--- src/rtl/plmd_pkg.sv ---
`timescale 1ns / 1ps
package plmd_pkg;

	localparam int COEF_W = 8;

	localparam logic [1:0] REG_DEGREE = 2'd0;
	localparam logic [1:0] REG_LEAD   = 2'd1;
	localparam logic [1:0] REG_LOWER  = 2'd2;

	typedef enum logic [1:0] {
		S_IDLE,
		S_DIV,
		S_APPLY,
		S_FLUSH
	} state_t;

	typedef struct packed {
		logic              shift;
		logic [COEF_W-1:0] q;
	} cell_ctl_t;

endpackage

--- src/rtl/poly_long_divider.sv ---
`timescale 1ns / 1ps
// Item that only fills the window: accepted in the idle state, no result.
// Item on a full window: quotient in the output register after the shared divider's
// divide, quotient capture and update step; the divide is skipped when divisor_lead is 0.
// Final item: remainder coefficients leave the cell row one per cycle unless output stalls.
// A new item is taken only when idle, after the previous item's divide, output and flush.
// Reset (arst_n low, async): state, count and config registers reset; window cells are not reset.
module poly_long_divider #(
	parameter int MAX_DIVISOR_DEGREE = 7
) (
	input  logic                                 clk,
	input  logic                                 arst_n,
	input  logic                                 in_valid,
	output logic                                 in_ready,
	input  logic signed [plmd_pkg::COEF_W-1:0]   coef_in,
	input  logic                                 final_in,
	output logic                                 out_valid,
	input  logic                                 out_ready,
	output logic signed [plmd_pkg::COEF_W-1:0]   value,
	output logic                                 is_remainder,
	output logic                                 final_out,
	output logic                                 zero_lead,
	input  logic                                 cfg_we,
	input  logic [1:0]                           cfg_index,
	input  logic [plmd_pkg::COEF_W*MAX_DIVISOR_DEGREE-1:0] cfg_data
);
	import plmd_pkg::*;

	localparam int MAXD    = MAX_DIVISOR_DEGREE;
	localparam int LOWER_W = COEF_W * MAXD;
	localparam int EXT_W   = COEF_W * 8;

	state_t state_q, state_d;

	logic [2:0]          deg_q;
	logic [COEF_W-1:0]   lead_q;
	logic [LOWER_W-1:0]  lower_q;
	logic [EXT_W-1:0]    lower_ext;
	logic [2:0]          d_eff;
	logic                zl;

	logic [2:0]          count_q;
	logic [COEF_W-1:0]   c_q;
	logic                fin_q;
	logic [COEF_W-1:0]   q_q;

	logic                out_valid_q;
	logic [COEF_W-1:0]   value_q;
	logic                is_rem_q;
	logic                final_q;
	logic                zl_q;

	logic                out_free;
	logic                accept;
	logic                append;
	logic                div_start;
	logic                step;
	logic                flush;
	logic                push;
	logic                div_done;
	logic [COEF_W-1:0]   div_q;
	cell_ctl_t           ctl;
	logic [COEF_W-1:0]   w [MAXD];

	assign lower_ext = {(EXT_W-LOWER_W)'(0), lower_q};
	assign d_eff = (deg_q == 3'd0) ? 3'd1 :
		((deg_q > 3'(MAXD)) ? 3'(MAXD) : deg_q);
	assign zl = (lead_q == '0);
	assign out_free = !out_valid_q || out_ready;

	always_comb begin
		state_d = state_q;
		case (state_q)
			S_IDLE: begin
				if (in_valid) begin
					if (count_q == d_eff) begin
						state_d = zl ? S_APPLY : S_DIV;
					end else if (final_in) begin
						state_d = S_FLUSH;
					end
				end
			end
			S_DIV: begin
				if (div_done) state_d = S_APPLY;
			end
			S_APPLY: begin
				if (out_free) state_d = fin_q ? S_FLUSH : S_IDLE;
			end
			S_FLUSH: begin
				if (out_free && count_q == 3'd1) state_d = S_IDLE;
			end
			default: state_d = S_IDLE;
		endcase
	end

	always_comb begin
		in_ready  = (state_q == S_IDLE);
		accept    = in_valid && in_ready;
		append    = accept && (count_q != d_eff);
		div_start = accept && (count_q == d_eff) && !zl;
		step      = (state_q == S_APPLY) && out_free;
		flush     = (state_q == S_FLUSH) && out_free;
		push      = step || flush;
		ctl.shift = push;
		ctl.q     = flush ? '0 : q_q;
	end

	always_ff @(posedge clk or negedge arst_n) begin
		if (!arst_n) begin
			state_q     <= S_IDLE;
			deg_q       <= 3'd1;
			lead_q      <= COEF_W'(1);
			lower_q     <= '0;
			count_q     <= '0;
			out_valid_q <= 1'b0;
		end else begin
			state_q <= state_d;
			if (cfg_we) begin
				case (cfg_index)
					REG_DEGREE: begin
						deg_q   <= cfg_data[2:0];
						count_q <= '0;
					end
					REG_LEAD:  lead_q  <= cfg_data[COEF_W-1:0];
					REG_LOWER: lower_q <= cfg_data;
					default: ;
				endcase
			end
			if (append) begin
				count_q <= count_q + 3'd1;
			end else if (flush) begin
				count_q <= count_q - 3'd1;
			end
			if (push) begin
				out_valid_q <= 1'b1;
			end else if (out_ready) begin
				out_valid_q <= 1'b0;
			end
		end
	end

	always_ff @(posedge clk) begin
		if (accept) begin
			c_q   <= coef_in;
			fin_q <= final_in;
			q_q   <= '0;
		end else if (div_done) begin
			q_q <= div_q;
		end
		if (push) begin
			value_q  <= step ? q_q : w[0];
			is_rem_q <= flush;
			final_q  <= flush && (count_q == 3'd1);
			zl_q     <= zl;
		end
	end

	plmd_div u_div (
		.clk      (clk),
		.arst_n   (arst_n),
		.start    (div_start),
		.dividend (w[0]),
		.divisor  (lead_q),
		.done     (div_done),
		.quotient (div_q)
	);

	for (genvar k = 0; k < MAXD; k++) begin : g_cell
		logic [2:0]        bidx;
		logic [COEF_W-1:0] b_sel;
		logic [COEF_W-1:0] nbr;

		assign bidx  = d_eff - 3'd1 - 3'(k);
		assign b_sel = lower_ext[bidx*COEF_W +: COEF_W];
		if (k == MAXD - 1) begin : g_end
			assign nbr = c_q;
		end else begin : g_mid
			assign nbr = (3'(k) == d_eff - 3'd1) ? c_q : w[k+1];
		end

		plmd_cell u_cell (
			.clk       (clk),
			.ctl       (ctl),
			.load      (append && (count_q == 3'(k))),
			.load_data (coef_in),
			.nbr       (nbr),
			.b         (b_sel),
			.w         (w[k])
		);
	end

	assign out_valid    = out_valid_q;
	assign value        = value_q;
	assign is_remainder = is_rem_q;
	assign final_out    = final_q;
	assign zero_lead    = zl_q;

	a_count_bound: assert property (@(posedge clk) disable iff (!arst_n)
		count_q <= d_eff)
		else $error("pending count above divisor degree");

	a_flush_nonempty: assert property (@(posedge clk) disable iff (!arst_n)
		(state_q == S_FLUSH) |-> (count_q != 3'd0))
		else $error("flush with empty window");

	a_flush_end: assert property (@(posedge clk) disable iff (!arst_n)
		(flush && count_q == 3'd1) |=> (count_q == 3'd0 && state_q == S_IDLE))
		else $error("flush did not end cleanly");

	a_no_overwrite: assert property (@(posedge clk) disable iff (!arst_n)
		(out_valid_q && !out_ready) |-> !push)
		else $error("held result overwritten");

endmodule

--- src/rtl/plmd_cell.sv ---
`timescale 1ns / 1ps
module plmd_cell (
	input  logic                      clk,
	input  plmd_pkg::cell_ctl_t       ctl,
	input  logic                      load,
	input  logic [plmd_pkg::COEF_W-1:0] load_data,
	input  logic [plmd_pkg::COEF_W-1:0] nbr,
	input  logic [plmd_pkg::COEF_W-1:0] b,
	output logic [plmd_pkg::COEF_W-1:0] w
);
	import plmd_pkg::*;

	logic [2*COEF_W-1:0] prod;
	logic [COEF_W-1:0]   w_q;

	assign prod = (2*COEF_W)'(ctl.q) * (2*COEF_W)'(b);
	assign w = w_q;

	always_ff @(posedge clk) begin
		if (load) begin
			w_q <= load_data;
		end else if (ctl.shift) begin
			w_q <= nbr - prod[COEF_W-1:0];
		end
	end

endmodule

--- src/rtl/plmd_div.sv ---
`timescale 1ns / 1ps
module plmd_div (
	input  logic                        clk,
	input  logic                        arst_n,
	input  logic                        start,
	input  logic [plmd_pkg::COEF_W-1:0] dividend,
	input  logic [plmd_pkg::COEF_W-1:0] divisor,
	output logic                        done,
	output logic [plmd_pkg::COEF_W-1:0] quotient
);
	import plmd_pkg::*;

	logic [COEF_W-1:0] num_q;
	logic [COEF_W-1:0] den_q;
	logic [COEF_W-1:0] rem_q;
	logic              neg_q;
	logic              busy_q;
	logic              done_q;
	logic [2:0]        cnt_q;
	logic [COEF_W:0]   trial;
	logic [COEF_W:0]   shifted;

	assign shifted  = {rem_q, num_q[COEF_W-1]};
	assign trial    = shifted - {1'b0, den_q};
	assign done     = done_q;
	assign quotient = neg_q ? (~num_q + 1'b1) : num_q;

	always_ff @(posedge clk or negedge arst_n) begin
		if (!arst_n) begin
			busy_q <= 1'b0;
			done_q <= 1'b0;
			cnt_q  <= '0;
		end else begin
			done_q <= 1'b0;
			if (start) begin
				busy_q <= 1'b1;
				cnt_q  <= '0;
			end else if (busy_q) begin
				cnt_q <= cnt_q + 3'd1;
				if (cnt_q == 3'd7) begin
					busy_q <= 1'b0;
					done_q <= 1'b1;
				end
			end
		end
	end

	// restoring divide on magnitudes, one quotient bit per cycle
	always_ff @(posedge clk) begin
		if (start) begin
			num_q <= dividend[COEF_W-1] ? (~dividend + 1'b1) : dividend;
			den_q <= divisor[COEF_W-1] ? (~divisor + 1'b1) : divisor;
			rem_q <= '0;
			neg_q <= dividend[COEF_W-1] ^ divisor[COEF_W-1];
		end else if (busy_q) begin
			if (!trial[COEF_W]) begin
				rem_q <= trial[COEF_W-1:0];
				num_q <= {num_q[COEF_W-2:0], 1'b1};
			end else begin
				rem_q <= shifted[COEF_W-1:0];
				num_q <= {num_q[COEF_W-2:0], 1'b0};
			end
		end
	end

endmodule

--- config.mk ---
export PLATFORM = sky130hd
export DESIGN_NAME = poly_long_divider
export DESIGN_NICKNAME = d
export VERILOG_FILES = /design/src/rtl/plmd_pkg.sv /design/src/rtl/poly_long_divider.sv /design/src/rtl/plmd_cell.sv /design/src/rtl/plmd_div.sv
export SDC_FILE = /design/constraint.sdc
export NUM_CORES = 1
export LEC_CHECK = 0
export ABC_AREA = 1
export BUFFER_PORTS_ARGS = -buffer_cell sky130_fd_sc_hd__buf_2
export CORE_ASPECT_RATIO = 0.7
export CORE_MARGIN = 3
export CORE_UTILIZATION = 50
export CTS_CLUSTER_DIAMETER = 60
export CTS_CLUSTER_SIZE = 10
export DETAILED_ROUTE_END_ITERATION = 10
export PLACE_DENSITY = 0.71
export SYNTH_ARGS = -nofsm -noshare
export SYNTH_HDL_FRONTEND = slang
export SYNTH_SLANG_ARGS = --single-unit
--- constraint.sdc ---
create_clock -name clk -period 7.75 [get_ports clk]
set_input_delay 1.55 -clock clk [delete_from_list [all_inputs] [get_ports clk]]
set_output_delay 1.55 -clock clk [all_outputs]
set_load 0.01 [all_outputs]
# ---- After elaboration in Yosys (flattened, before gate mapping)
# Index checks and enable logic that the tools add are counted.
dict set report word_totals {
  regBits 187
  out_inout_bits 13
  wordCells 187
}
dict set report op_classes {
  add_sub_neg 21
  multipliers 7
  n_lt_le_gt_ge 1
  eq_ne 24
  shift 7
  n_mux 54
  bitwise 4
  n_reduce_logical 41
}
# cell n
set ops {}
lappend ops {{64-bit by 7-bit indexed part select with 8-bit output} 7}
lappend ops {{8-bit two-way mux} 27}
lappend ops {{8-bit by 8-bit multiplier with 8-bit output} 7}
lappend ops {{8-bit subtractor} 7}
lappend ops {{8-bit by 1-bit adder with 8-bit output, second input constant} 3}
lappend ops {{3-bit two-way mux} 8}
lappend ops {{8-bit NOT} 3}
lappend ops {{2-bit nonzero test} 9}
lappend ops {{2-bit two-way mux} 8}
lappend ops {{1-bit logical AND} 15}
lappend ops {{3-bit equality test, second input constant} 4}
lappend ops {{3-bit zero test} 3}
lappend ops {{1-bit two-way mux} 9}
lappend ops {{3-bit by 1-bit subtractor with 3-bit output, second input constant} 3}
lappend ops {{3-bit subtractor, second input constant} 3}
lappend ops {{9-bit by 8-bit subtractor with 9-bit output} 1}
lappend ops {{8-bit zero test} 1}
lappend ops {{2-bit case mux with 4 select lines} 1}
lappend ops {{2-bit AND reduction} 4}
lappend ops {{7-bit two-way mux} 1}
lappend ops {{3-bit by 1-bit adder with 3-bit output, second input constant} 2}
lappend ops {{2-bit equality test, second input constant} 3}
lappend ops {{2-bit by 3-bit equality test with 1-bit output, first input constant} 2}
lappend ops {{3-bit by 2-bit equality test with 1-bit output, second input constant} 2}
lappend ops {{17 further kinds} 26}

# ---- Logic depth before layout (Yosys ltp)
# Gate-level depths: netlist (run 1).
dict set report logic_depth {
  depth_word 10
  ltp_mapped 37
}

# ---- Cells and area by module
# Synthesis (run 1) repeated with hierarchy kept, for this count alone.
dict set report unflattened {
  cells_unflattened 2997
  area_unflattened_um2 21369.2
}
# mod instances cells_each area_each_um2 seq_area_each_um2
set by_module_without_submodules {}
lappend by_module_without_submodules {poly_long_divider 1 982 6754.0 2590.0}
lappend by_module_without_submodules {{plmd_cell (g_cell[0].u_cell ...)} 3 257 1890.6 240.2}
lappend by_module_without_submodules {{plmd_cell (g_cell[4].u_cell ...)} 2 242 1719.1 240.2}
lappend by_module_without_submodules {{plmd_cell (g_cell[3].u_cell ...)} 2 243 1699.1 240.2}
lappend by_module_without_submodules {plmd_div 1 274 2107.0 795.8}

# ---- Worst setup path after synthesis (run 1)
# OpenSTA, ideal clock, no wires.
dict set report synth_timing {
  kind {input-to-reg}
  startpoint {input port out_ready}
  endpoint {register g_cell[4].u_cell.w_q[7], data pin}
  setup_ns 0.253
  arrival_time_ns 6.001
  setup_slack_ns 1.495
  cell_stages 26
  path_cell_list {clkinv_1 -> nand2_2 -> nand2_4 -> nor2_2 -> buf_6 -> nor2_1 -> inv_1 -> clkbuf_1 -> clkbuf_1 -> nor2_1 -> fa_1 -> fa_1 -> fa_1 -> fa_1 -> inv_1 -> ha_1 -> nand2_1 -> nor2_1 -> a211oi_1 -> a21boi_0 -> inv_1 -> nand2_1 -> nand2_1 -> nand3b_1 -> nand3_1 -> nand2_1}
}
dict set report synth_between {
  elab_chain_cells 7
}
# element line
set synth_rtl {}
lappend synth_rtl {{start: declaration} poly_long_divider.sv:18} ;# input logic out_ready,
lappend synth_rtl {{1-bit logical OR} poly_long_divider.sv:69} ;# assign out_free = !out_valid_q || out_ready;
lappend synth_rtl {{1-bit logical AND} poly_long_divider.sv:102} ;# flush = (state_q == S_FLUSH) && out_free;
lappend synth_rtl {{named net flush} poly_long_divider.sv:58} ;# logic flush;
lappend synth_rtl {{8-bit two-way mux} poly_long_divider.sv:105} ;# ctl.q = flush ? '0 : q_q;
lappend synth_rtl {{8-bit by 8-bit multiplier with 8-bit output} plmd_cell.sv:16} ;# assign prod = (2*COEF_W)'(ctl.q) * (2*COEF_W)'(b);
lappend synth_rtl {{8-bit subtractor} plmd_cell.sv:23} ;# w_q <= nbr - prod[COEF_W-1:0];
lappend synth_rtl {{8-bit two-way mux} plmd_cell.sv:22} ;# end else if (ctl.shift) begin
lappend synth_rtl {{8-bit two-way mux} plmd_cell.sv:20} ;# if (load) begin
lappend synth_rtl {{end signal: assignment} plmd_cell.sv:21} ;# w_q <= load_data;
lappend synth_rtl {{end signal: assignment} plmd_cell.sv:23}
lappend synth_rtl {{end: declaration} plmd_cell.sv:14} ;# logic [COEF_W-1:0] w_q;
# The timed path passes the listed nets, and every way through them passes these cells. The select of a mux whose other input is x is not followed.
# A chain may end at the register's enable or synchronous reset.

# ---- Worst setup path after layout (run 1)
dict set report layout_timing {
  startpoint {register deg_q[1]}
  endpoint {register g_cell[1].u_cell.w_q[7], data pin}
}
dict set report layout_between {
  elab_chain_cells 10
  word_cells_on_any_way 16
}
# element line
set layout_rtl {}
lappend layout_rtl {{start: declaration} poly_long_divider.sv:35} ;# logic [2:0] deg_q;
lappend layout_rtl {{start signal: assignment} poly_long_divider.sv:121} ;# deg_q <= cfg_data[2:0];
lappend layout_rtl {{3-bit greater-than comparator} poly_long_divider.sv:67} ;# ((deg_q > 3'(MAXD)) ? 3'(MAXD) : deg_q);
lappend layout_rtl {{3-bit two-way mux} poly_long_divider.sv:67}
lappend layout_rtl {{3-bit two-way mux *} poly_long_divider.sv:66} ;# assign d_eff = (deg_q == 3'd0) ? 3'd1 :
lappend layout_rtl {{3-bit by 1-bit subtractor with 3-bit output} {poly_long_divider.sv:173, poly_long_divider.sv:178}}
lappend layout_rtl {{3-bit by 1-bit subtractor with 3-bit output} poly_long_divider.sv:173} ;# assign bidx = d_eff - 3'd1 - 3'(k);
lappend layout_rtl {{64-bit by 7-bit indexed part select with 8-bit output} poly_long_divider.sv:174} ;# assign b_sel = lower_ext[bidx*COEF_W +: COEF_W];
lappend layout_rtl {{8-bit by 8-bit multiplier with 8-bit output} plmd_cell.sv:16}
lappend layout_rtl {{8-bit subtractor} plmd_cell.sv:23}
lappend layout_rtl {{8-bit two-way mux} plmd_cell.sv:22}
lappend layout_rtl {{8-bit two-way mux *} plmd_cell.sv:20}
lappend layout_rtl {{end signal: assignment} plmd_cell.sv:21}
lappend layout_rtl {{end signal: assignment} plmd_cell.sv:23}
lappend layout_rtl {{end: declaration} plmd_cell.sv:14}
# Mark *: on every way between the ends. The rest lies on a longest branch, timed or not. The select of a mux whose other input is x is not followed.

==> results of run 1 <==
path summary, 6_finish.rpt:
path / from / endpoint / slack, ns
setup reg to reg: deg_q[1] / g_cell[1].u_cell.w[7] / 0.94
max in group asynchronous: arst_n / count_q[2] / 5.77
setup / recovery: deg_q[1] / g_cell[1].u_cell.w[7] / 0.94
min in group asynchronous: arst_n / lower_q[51] / 0.96
hold / removal: u_div.rem_q[6] / u_div.rem_q[6] / 0.50
hold reg to reg: u_div.rem_q[6] / u_div.rem_q[6] / 0.50
flip-flops by register name (all words and copies together), names as in the netlist:
signal,count
c_q,8
count_q,3
deg_q,3
fin_q,1
final_out,1
g_cell.u_cell.w,56
is_remainder,1
lead_q,8
lower_q,56
out_valid,1
q_q,8
state_q,2
u_div.busy_q,1
u_div.cnt_q,3
u_div.den_q,8
u_div.done,1
u_div.neg_q,1
u_div.num_q,8
u_div.rem_q,8
value,8
zero_lead,1
power groups by stage:
stage                     sequential, mW  combinational, mW  clock, mW
after floorplan                     1.88               5.93          0
after global placement              1.96               7.73          0
after detailed placement            1.97               7.98          0
after CTS                           1.95               8.04      0.998
after global routing                1.99               9.18       1.04
final                               1.96               8.13      0.990
critical path: stages (launching register included):
cell and delay (ns):
dfrtp_1 0.46, ha_1 0.19, nand2_1 0.11, nand2_1 0.12, inv_1 0.09, ha_1 0.50
buf_4 0.40, nand2_1 0.11, nand2_2 0.41, nand2_1 0.14, nand3_1 0.31, nand2_1 0.27
nor2_1 0.20, fa_1 0.50, fa_1 0.55, fa_1 0.44, fa_1 0.54, inv_1 0.04
ha_1 0.30, nand2_1 0.09, inv_1 0.05, a221oi_1 0.45, nand3_1 0.13, nand3_1 0.11
nand2_1 0.05
cell families after synthesis:
| family | share of synthesized area, % |
|---|---|
| compound gates | 8.66 |
| flops | 26.0 |
| buf+inv | 9.13 |
| mux | 1.73 |
| simple gates | 28.8 |
| fa+ha+maj | 22.0 |
| xor+xnor | 3.63 |
area by class of cell:
cell class,instances,area share [%]
clock inverters,15,0.999
well taps,518,3.10
inverters,339,6.08
repair buffers,113,3.06
clock buffers,17,2.03
multi-input cells,2001,60.5
flip-flops and latches,187,24.2
placed cells by master (no fill, tap or decap), types with 5 or more instances in the layout:
cell type,netlist,layout
a21oi_1,71,71
a31oi_1,5,5
buf_2,20,83
buf_4,9,30
clkbuf_16,0,17
clkinv_1,10,10
dfrtp_1,76,76
dfxtp_1,16,16
edfxtp_1,93,93
fa_1,113,113
ha_1,162,162
inv_1,311,311
inv_2,18,18
mux2_2,29,29
nand2_1,717,717
nand2_2,18,18
nand3_1,224,223
nand3_2,22,22
nand4_1,11,11
nor2_1,273,273
nor2_2,8,8
nor3_1,8,7
o211ai_1,8,8
o211ai_2,5,5
o21ai_0,138,138
o21ai_1,40,40
o22ai_1,5,5
or2_2,9,9
xnor2_1,36,36
xor2_1,43,43
through the flow:
step | cell area, um2 | std cells | utilization, %
after global placement | 20300 | 3158 | 53.7
after floorplan | 19500 | 2616 | -
final | 20900 | 3190 | 55.3
after CTS | 20900 | 3190 | 55.3
after global routing | 20900 | 3190 | 55.3
after detailed placement | 20300 | 3158 | 53.7
per-layer routing:
metal	vias up	global-route usage, %
li1	8484	-
met3	63	4.97
met5	-	0
met4	0	5.38
met1	8622	47.2
met2	766	48.1
==> results.md, run 1 <==
- Status: complete, no violations
- Grt ovf: 0
- Initial antenna violation count: 1
- P per Cell Area: around 530 nW/um2
- Fmax: 147 MHz
- Hold_buf cts: 0
- Metal-1 WL: 30200 um
- Post-detailed-placement half-perimeter wirelength: 51600 um
- Num CTS Buffers: 17
- NetSw: 5.98 mW
- Final setup margin: ~0.94 ns
- Primary FF master, synth: edfxtp_1
- Clk_lat worst skew: 0.48 ns
- Area grow syn2layout: 7.36%
- Synth unique cells: 60
- Top cells by count, synth: nand2_1, inv_1, nor2_1
- # Post-CTS Setup Buffers: 0
- Flops & latches, synth: 187
- Ys Warns: 0
- Clock share of power: 8.9%
- Sw Ratio: 54.0%
- Chip width: 242 um
- WS Path Type: flop to flop
- CP Data Required Time: ~8 ns
- Routability Congestion: 1.03
- Max cap viols: 0
- Biggest area consumer among synthesized cells: edfxtp_1
- Num rows: 59
- Core Box Area: 37800 um2
- Final antenna diode count: 0
- Worst hold path type: flop to flop
- Count leader, synth: nand2_1
- Endpoint kind of the worst setup timing path: flop
- Nets@finish: 3006
- WL/cell: ~20 um
- First-pass GRT wire length: around 99000 um
- Count of pins over their slew limit: 0
- Flop pwr share: 17.7%
- Synth Instances: 2616
- Post-synthesis sequential area ratio: 26.0%
- Register area: 5070 um2
- Footprint of the multi-input gates: 12700 um2
- CTS sink count: 187
- CTS tree: built
- Critical path arrival: 7.06 ns
- Share of cells above drive strength 1: between 10% and 20%
- Worst-path clk slew: about 0.090 ns
- Asr flop ratio synth: 41.7%
- Pint: 5.10 mW
- Largest net degree at the start of global routing: 84
- Via count: 17900
- Area contributors post-synth: edfxtp_1, nand2_1, fa_1
- Hold Vio Cnt, Final: 0
- Final setup fails: 0
- Setup crit start kind: flop
- Mean post-synth cell area: between 7 and 8 um2
- Crit Path Max Fanout: 28
- CTS H-tree lvls: 4
- Slew headroom: 23.8%
- Hold Path Depth: 2
- Minimum clock period: 6.81 ns
- Uppermost layer routed: met4
- Worst Clk Skew: 0.0159 ns
- Worst VDD drop: between 0.4 and 0.5 mV
- Full die area: roughly 41000 um2
- IO Pins: 85
- Comb pwr share: 73.4%
- Overall routing resource usage: 31.3%
- DR WL met2: 27300 um
- DRC viols: 0
- Synthesized Nets: 2963
- Final setup TNS: 0 ns
- IO buf count: 84
- DRT iter0 DRCs: 1998
- Final Power: 11.1 mW
- Starting density of the core: 51.5%
- Number of synthesized flops with an enable pin: a little over 90
- Post-synth top area share: between 10% and 20%
- Vias per Instance: between 5 and 6
- Detailed Route WL: 64000 um
- Worst r2r path cells: 24
- Worst hold slack: 0.498 ns
- DP Worst Slack: between 0.8 and 0.9 ns
- Drt first pass iters: 6
- Final ANT Viol Nets: 0
- Vias in the first global route: 16900
- Leakage: 10.6 nW
- CTS root buf: clkbuf_16
- Filler Cells Inserted: 3613
- Post-Syn Area: 19500 um2
- Met3 wire length: 5670 um
- Clock Path Buffers: 2
- Unrepaired setup endpoints after global routing: no
- Chip Height: between 150 and 200 um
- Least-Margin Pin Slew: 1.14 ns
- Final worst path period share: 87.9%
- Post-CTS Resized: 0
Power figures use the tool's default switching activity.
==> run 2: changes to the inputs <==
==> constraint.sdc (replaced) <==
create_clock -name clk -period 7.75 [get_ports clk]
set_input_delay 0.3875 -clock clk [delete_from_list [all_inputs] [get_ports clk]]
set_output_delay 0.3875 -clock clk [all_outputs]
set_load 0.01 [all_outputs]
==> run 2 against run 1 <==
Worst setup slack got worse by 0.23 ns. Global-route usage increased by 0.28 points. Via count is 0.33% lower. Total power about the same. Die area did not move. Highest routed layer unchanged. Clock-buffer cell count is 2 higher. Wire length rose by 0.31%. Critical path depth is 1 lower.
==> results.md, run 2 (same netlist as run 1, synthesis figures left out) <==
- Least-Margin Pin Slew: 1.04 ns
- Core Box Area: 37800 um2
- Overall routing resource usage: 31.6%
- Pint: ~5.1 mW
- Chip Height: approximately 170 um
- Fmax: ~140 MHz
- Share of cells above drive strength 1: roughly 10%
- Leakage: 10.5 nW
- WS Path Type: flop to flop
- DRC viols: 0
- DP Worst Slack: 0.859 ns
- Num rows: 59
- Filler Cells Inserted: between 3000 and 4000
- Max cap viols: 0
- IO Pins: 85
- Full die area: 41400 um2
- R2R Setup Slk: 0.71 ns
- Post-CTS Resized: 0
- Nets@finish: 2999
- Worst r2r path cells: 23
- Clock share of power: 8.5%
- Critical path arrival: 7.27 ns
- Endpoint kind of the worst setup timing path: flop
- Unrepaired setup endpoints after global routing: no
- Clk_lat worst skew: about 0.48 ns
- Drt first pass iters: 7
- Most frequent cells in the layout: nand2_1, inv_1, nor2_1
- IO buf count: 84
- Detailed Route WL: around 64000 um
- Final setup margin: 0.707 ns
- Routability Congestion: 1.02
- Commonest non-fill, non-tap cell in the layout: nand2_1
- Final antenna diode count: 0
- Post-detailed-placement half-perimeter wirelength: 51300 um
- Count of pins over their slew limit: 0
- Worst VDD drop: around 0.39 mV
- Minimum clock period: 7.04 ns
- Comb pwr share: about 74%
- Hold Vio Cnt, Final: 0
- Crit Path Max Fanout: 32
- Largest net degree at the start of global routing: 84
- Final setup TNS: 0 ns
- Setup crit start kind: flop
- Final setup fails: 0
- Worst R2R End: g_cell[1].u_cell.w[7]
- Final worst path period share: 90.9%
- Num CTS Buffers: 17
- CTS H-tree lvls: 4
- DRT iter0 DRCs: approximately 1800
- Slew headroom: 30.4%
- Chip width: 242 um
- Status: complete, no violations
- Clock Path Buffers: 2
- WL/cell: 20.2 um
- Vias per Instance: 5.62
- First-pass GRT wire length: 100000 um
- NetSw: 6.03 mW
- CTS tree: built
- Hold_buf cts: 0
- Sw Ratio: 54.4%
- # Post-CTS Setup Buffers: 0
- Flop pwr share: approximately 18%
- Initial antenna violation count: 0
- Vias in the first global route: roughly 17000
- Cell Count, Final, Fillers Out: 3183
- Worst Clk Skew: 0.0211 ns
- Starting density of the core: between 50 and 60%
- CTS sink count: 187
- Reg-to-Reg Start: deg_q[0]
- CP Data Required Time: 7.98 ns
- CTS root buf: clkbuf_16
- Worst-path clk slew: roughly 0.090 ns
- Post-Place Cells: 3151
- Area grow syn2layout: 6.83%
- Worst hold path type: input port to async pin
- P per Cell Area: 533 nW/um2
- Grt ovf: 0
- Via count: 17900
- Final ANT Viol Nets: 0
-- run 2: changes by cell type in the layout (fill, tap and decap cells not counted) --
cell,previous run,this run
clkinv_8,4,1
inv_4,0,1
inv_6,2,5
clkbuf_1,0,1
bufinv_16,1,0
clkbuf_8,0,1
buf_4,30,23
clkinv_2,1,0
inv_12,3,2
-- run 2: power groups by stage --
| stage | clock network (mW) | logic (mW) | registers [mW] |
|---|---|---|---|
| after floorplan | 0 | 5.93 | 1.88 |
| after global placement | 0 | 7.77 | 1.95 |
| after detailed placement | 0 | 7.98 | 1.96 |
| after CTS | 0.944 | 8.05 | 1.94 |
| after global routing | 0.981 | 9.25 | 1.98 |
| final | 0.938 | 8.20 | 1.95 |
-- run 2: through the flow --
| stage | instance area, um2 | power, mW | util (%) | hold slack (ns) |
|---|---|---|---|---|
| 6_report | 20800 | 11.1 | 55.1 | 0.0712 |
| 5_1_grt | 20800 | 12.2 | 55.1 | 0.123 |
| 4_1_cts | 20800 | 10.9 | 55.1 | 0.0999 |
| 3_5_place_dp | 20200 | 9.94 | 53.5 | 0.479 |
| 3_3_place_gp | 20200 | 9.73 | 53.5 | 0.473 |
| 2_1_floorplan | 19500 | 7.81 | - | 0.0919 |
-- run 2: critical path: stages, from the launching register on --
cell      delay [ns]
dfstp_2         0.39
inv_2           0.49
o21ai_4         0.12
inv_2           0.30
ha_1            0.45
inv_2           0.54
nand2_1         0.14
nand2_2         0.42
nand2_1         0.15
nand3_1         0.15
nand2_1         0.25
nor2_1          0.21
fa_1            0.47
fa_1            0.53
fa_1            0.44
fa_1            0.55
inv_1           0.04
ha_1            0.31
nand2_1         0.10
inv_1           0.05
a221oi_1        0.40
nand3_1         0.12
nand3_1         0.10
nand2_1         0.05
-- run 2: area by class of cell --
class	count	area (um2)	share of cell area (%)
clock buffer	19	443	2.13
inverter	339	1270	6.11
sequential	187	5070	24.3
tap	518	648	3.11
clock inverter	13	141	0.679
timing repair buffer	106	588	2.83
multi-input combinational	2001	12700	60.8
-- run 2: worst max-delay path by stage --
stage / start / end / slack [ns] / cells after the start
after detailed placement: deg_q[0] / g_cell[3].u_cell.w[7] / 0.86 / 34
after global routing: deg_q[0] / g_cell[3].u_cell.w[7] / 0.18 / 32
after floorplan: deg_q[0] / g_cell[6].u_cell.w[7] / 1.60 / 30
final: deg_q[0] / g_cell[1].u_cell.w[7] / 0.71 / 23
after global placement: deg_q[0] / g_cell[3].u_cell.w[7] / 0.92 / 27
after CTS: deg_q[0] / g_cell[3].u_cell.w[7] / 0.83 / 34
-- run 2: per-layer routing --
metal | routed length [um] | part of all wire [%] | GRT usage [%]
met5 | 0 | 0 | 0
met4 | 1400 | 2.2 | 7.99
met3 | 6610 | 10 | 7.08
met2 | 26700 | 42 | 46.9
met1 | 29500 | 46 | 46.6
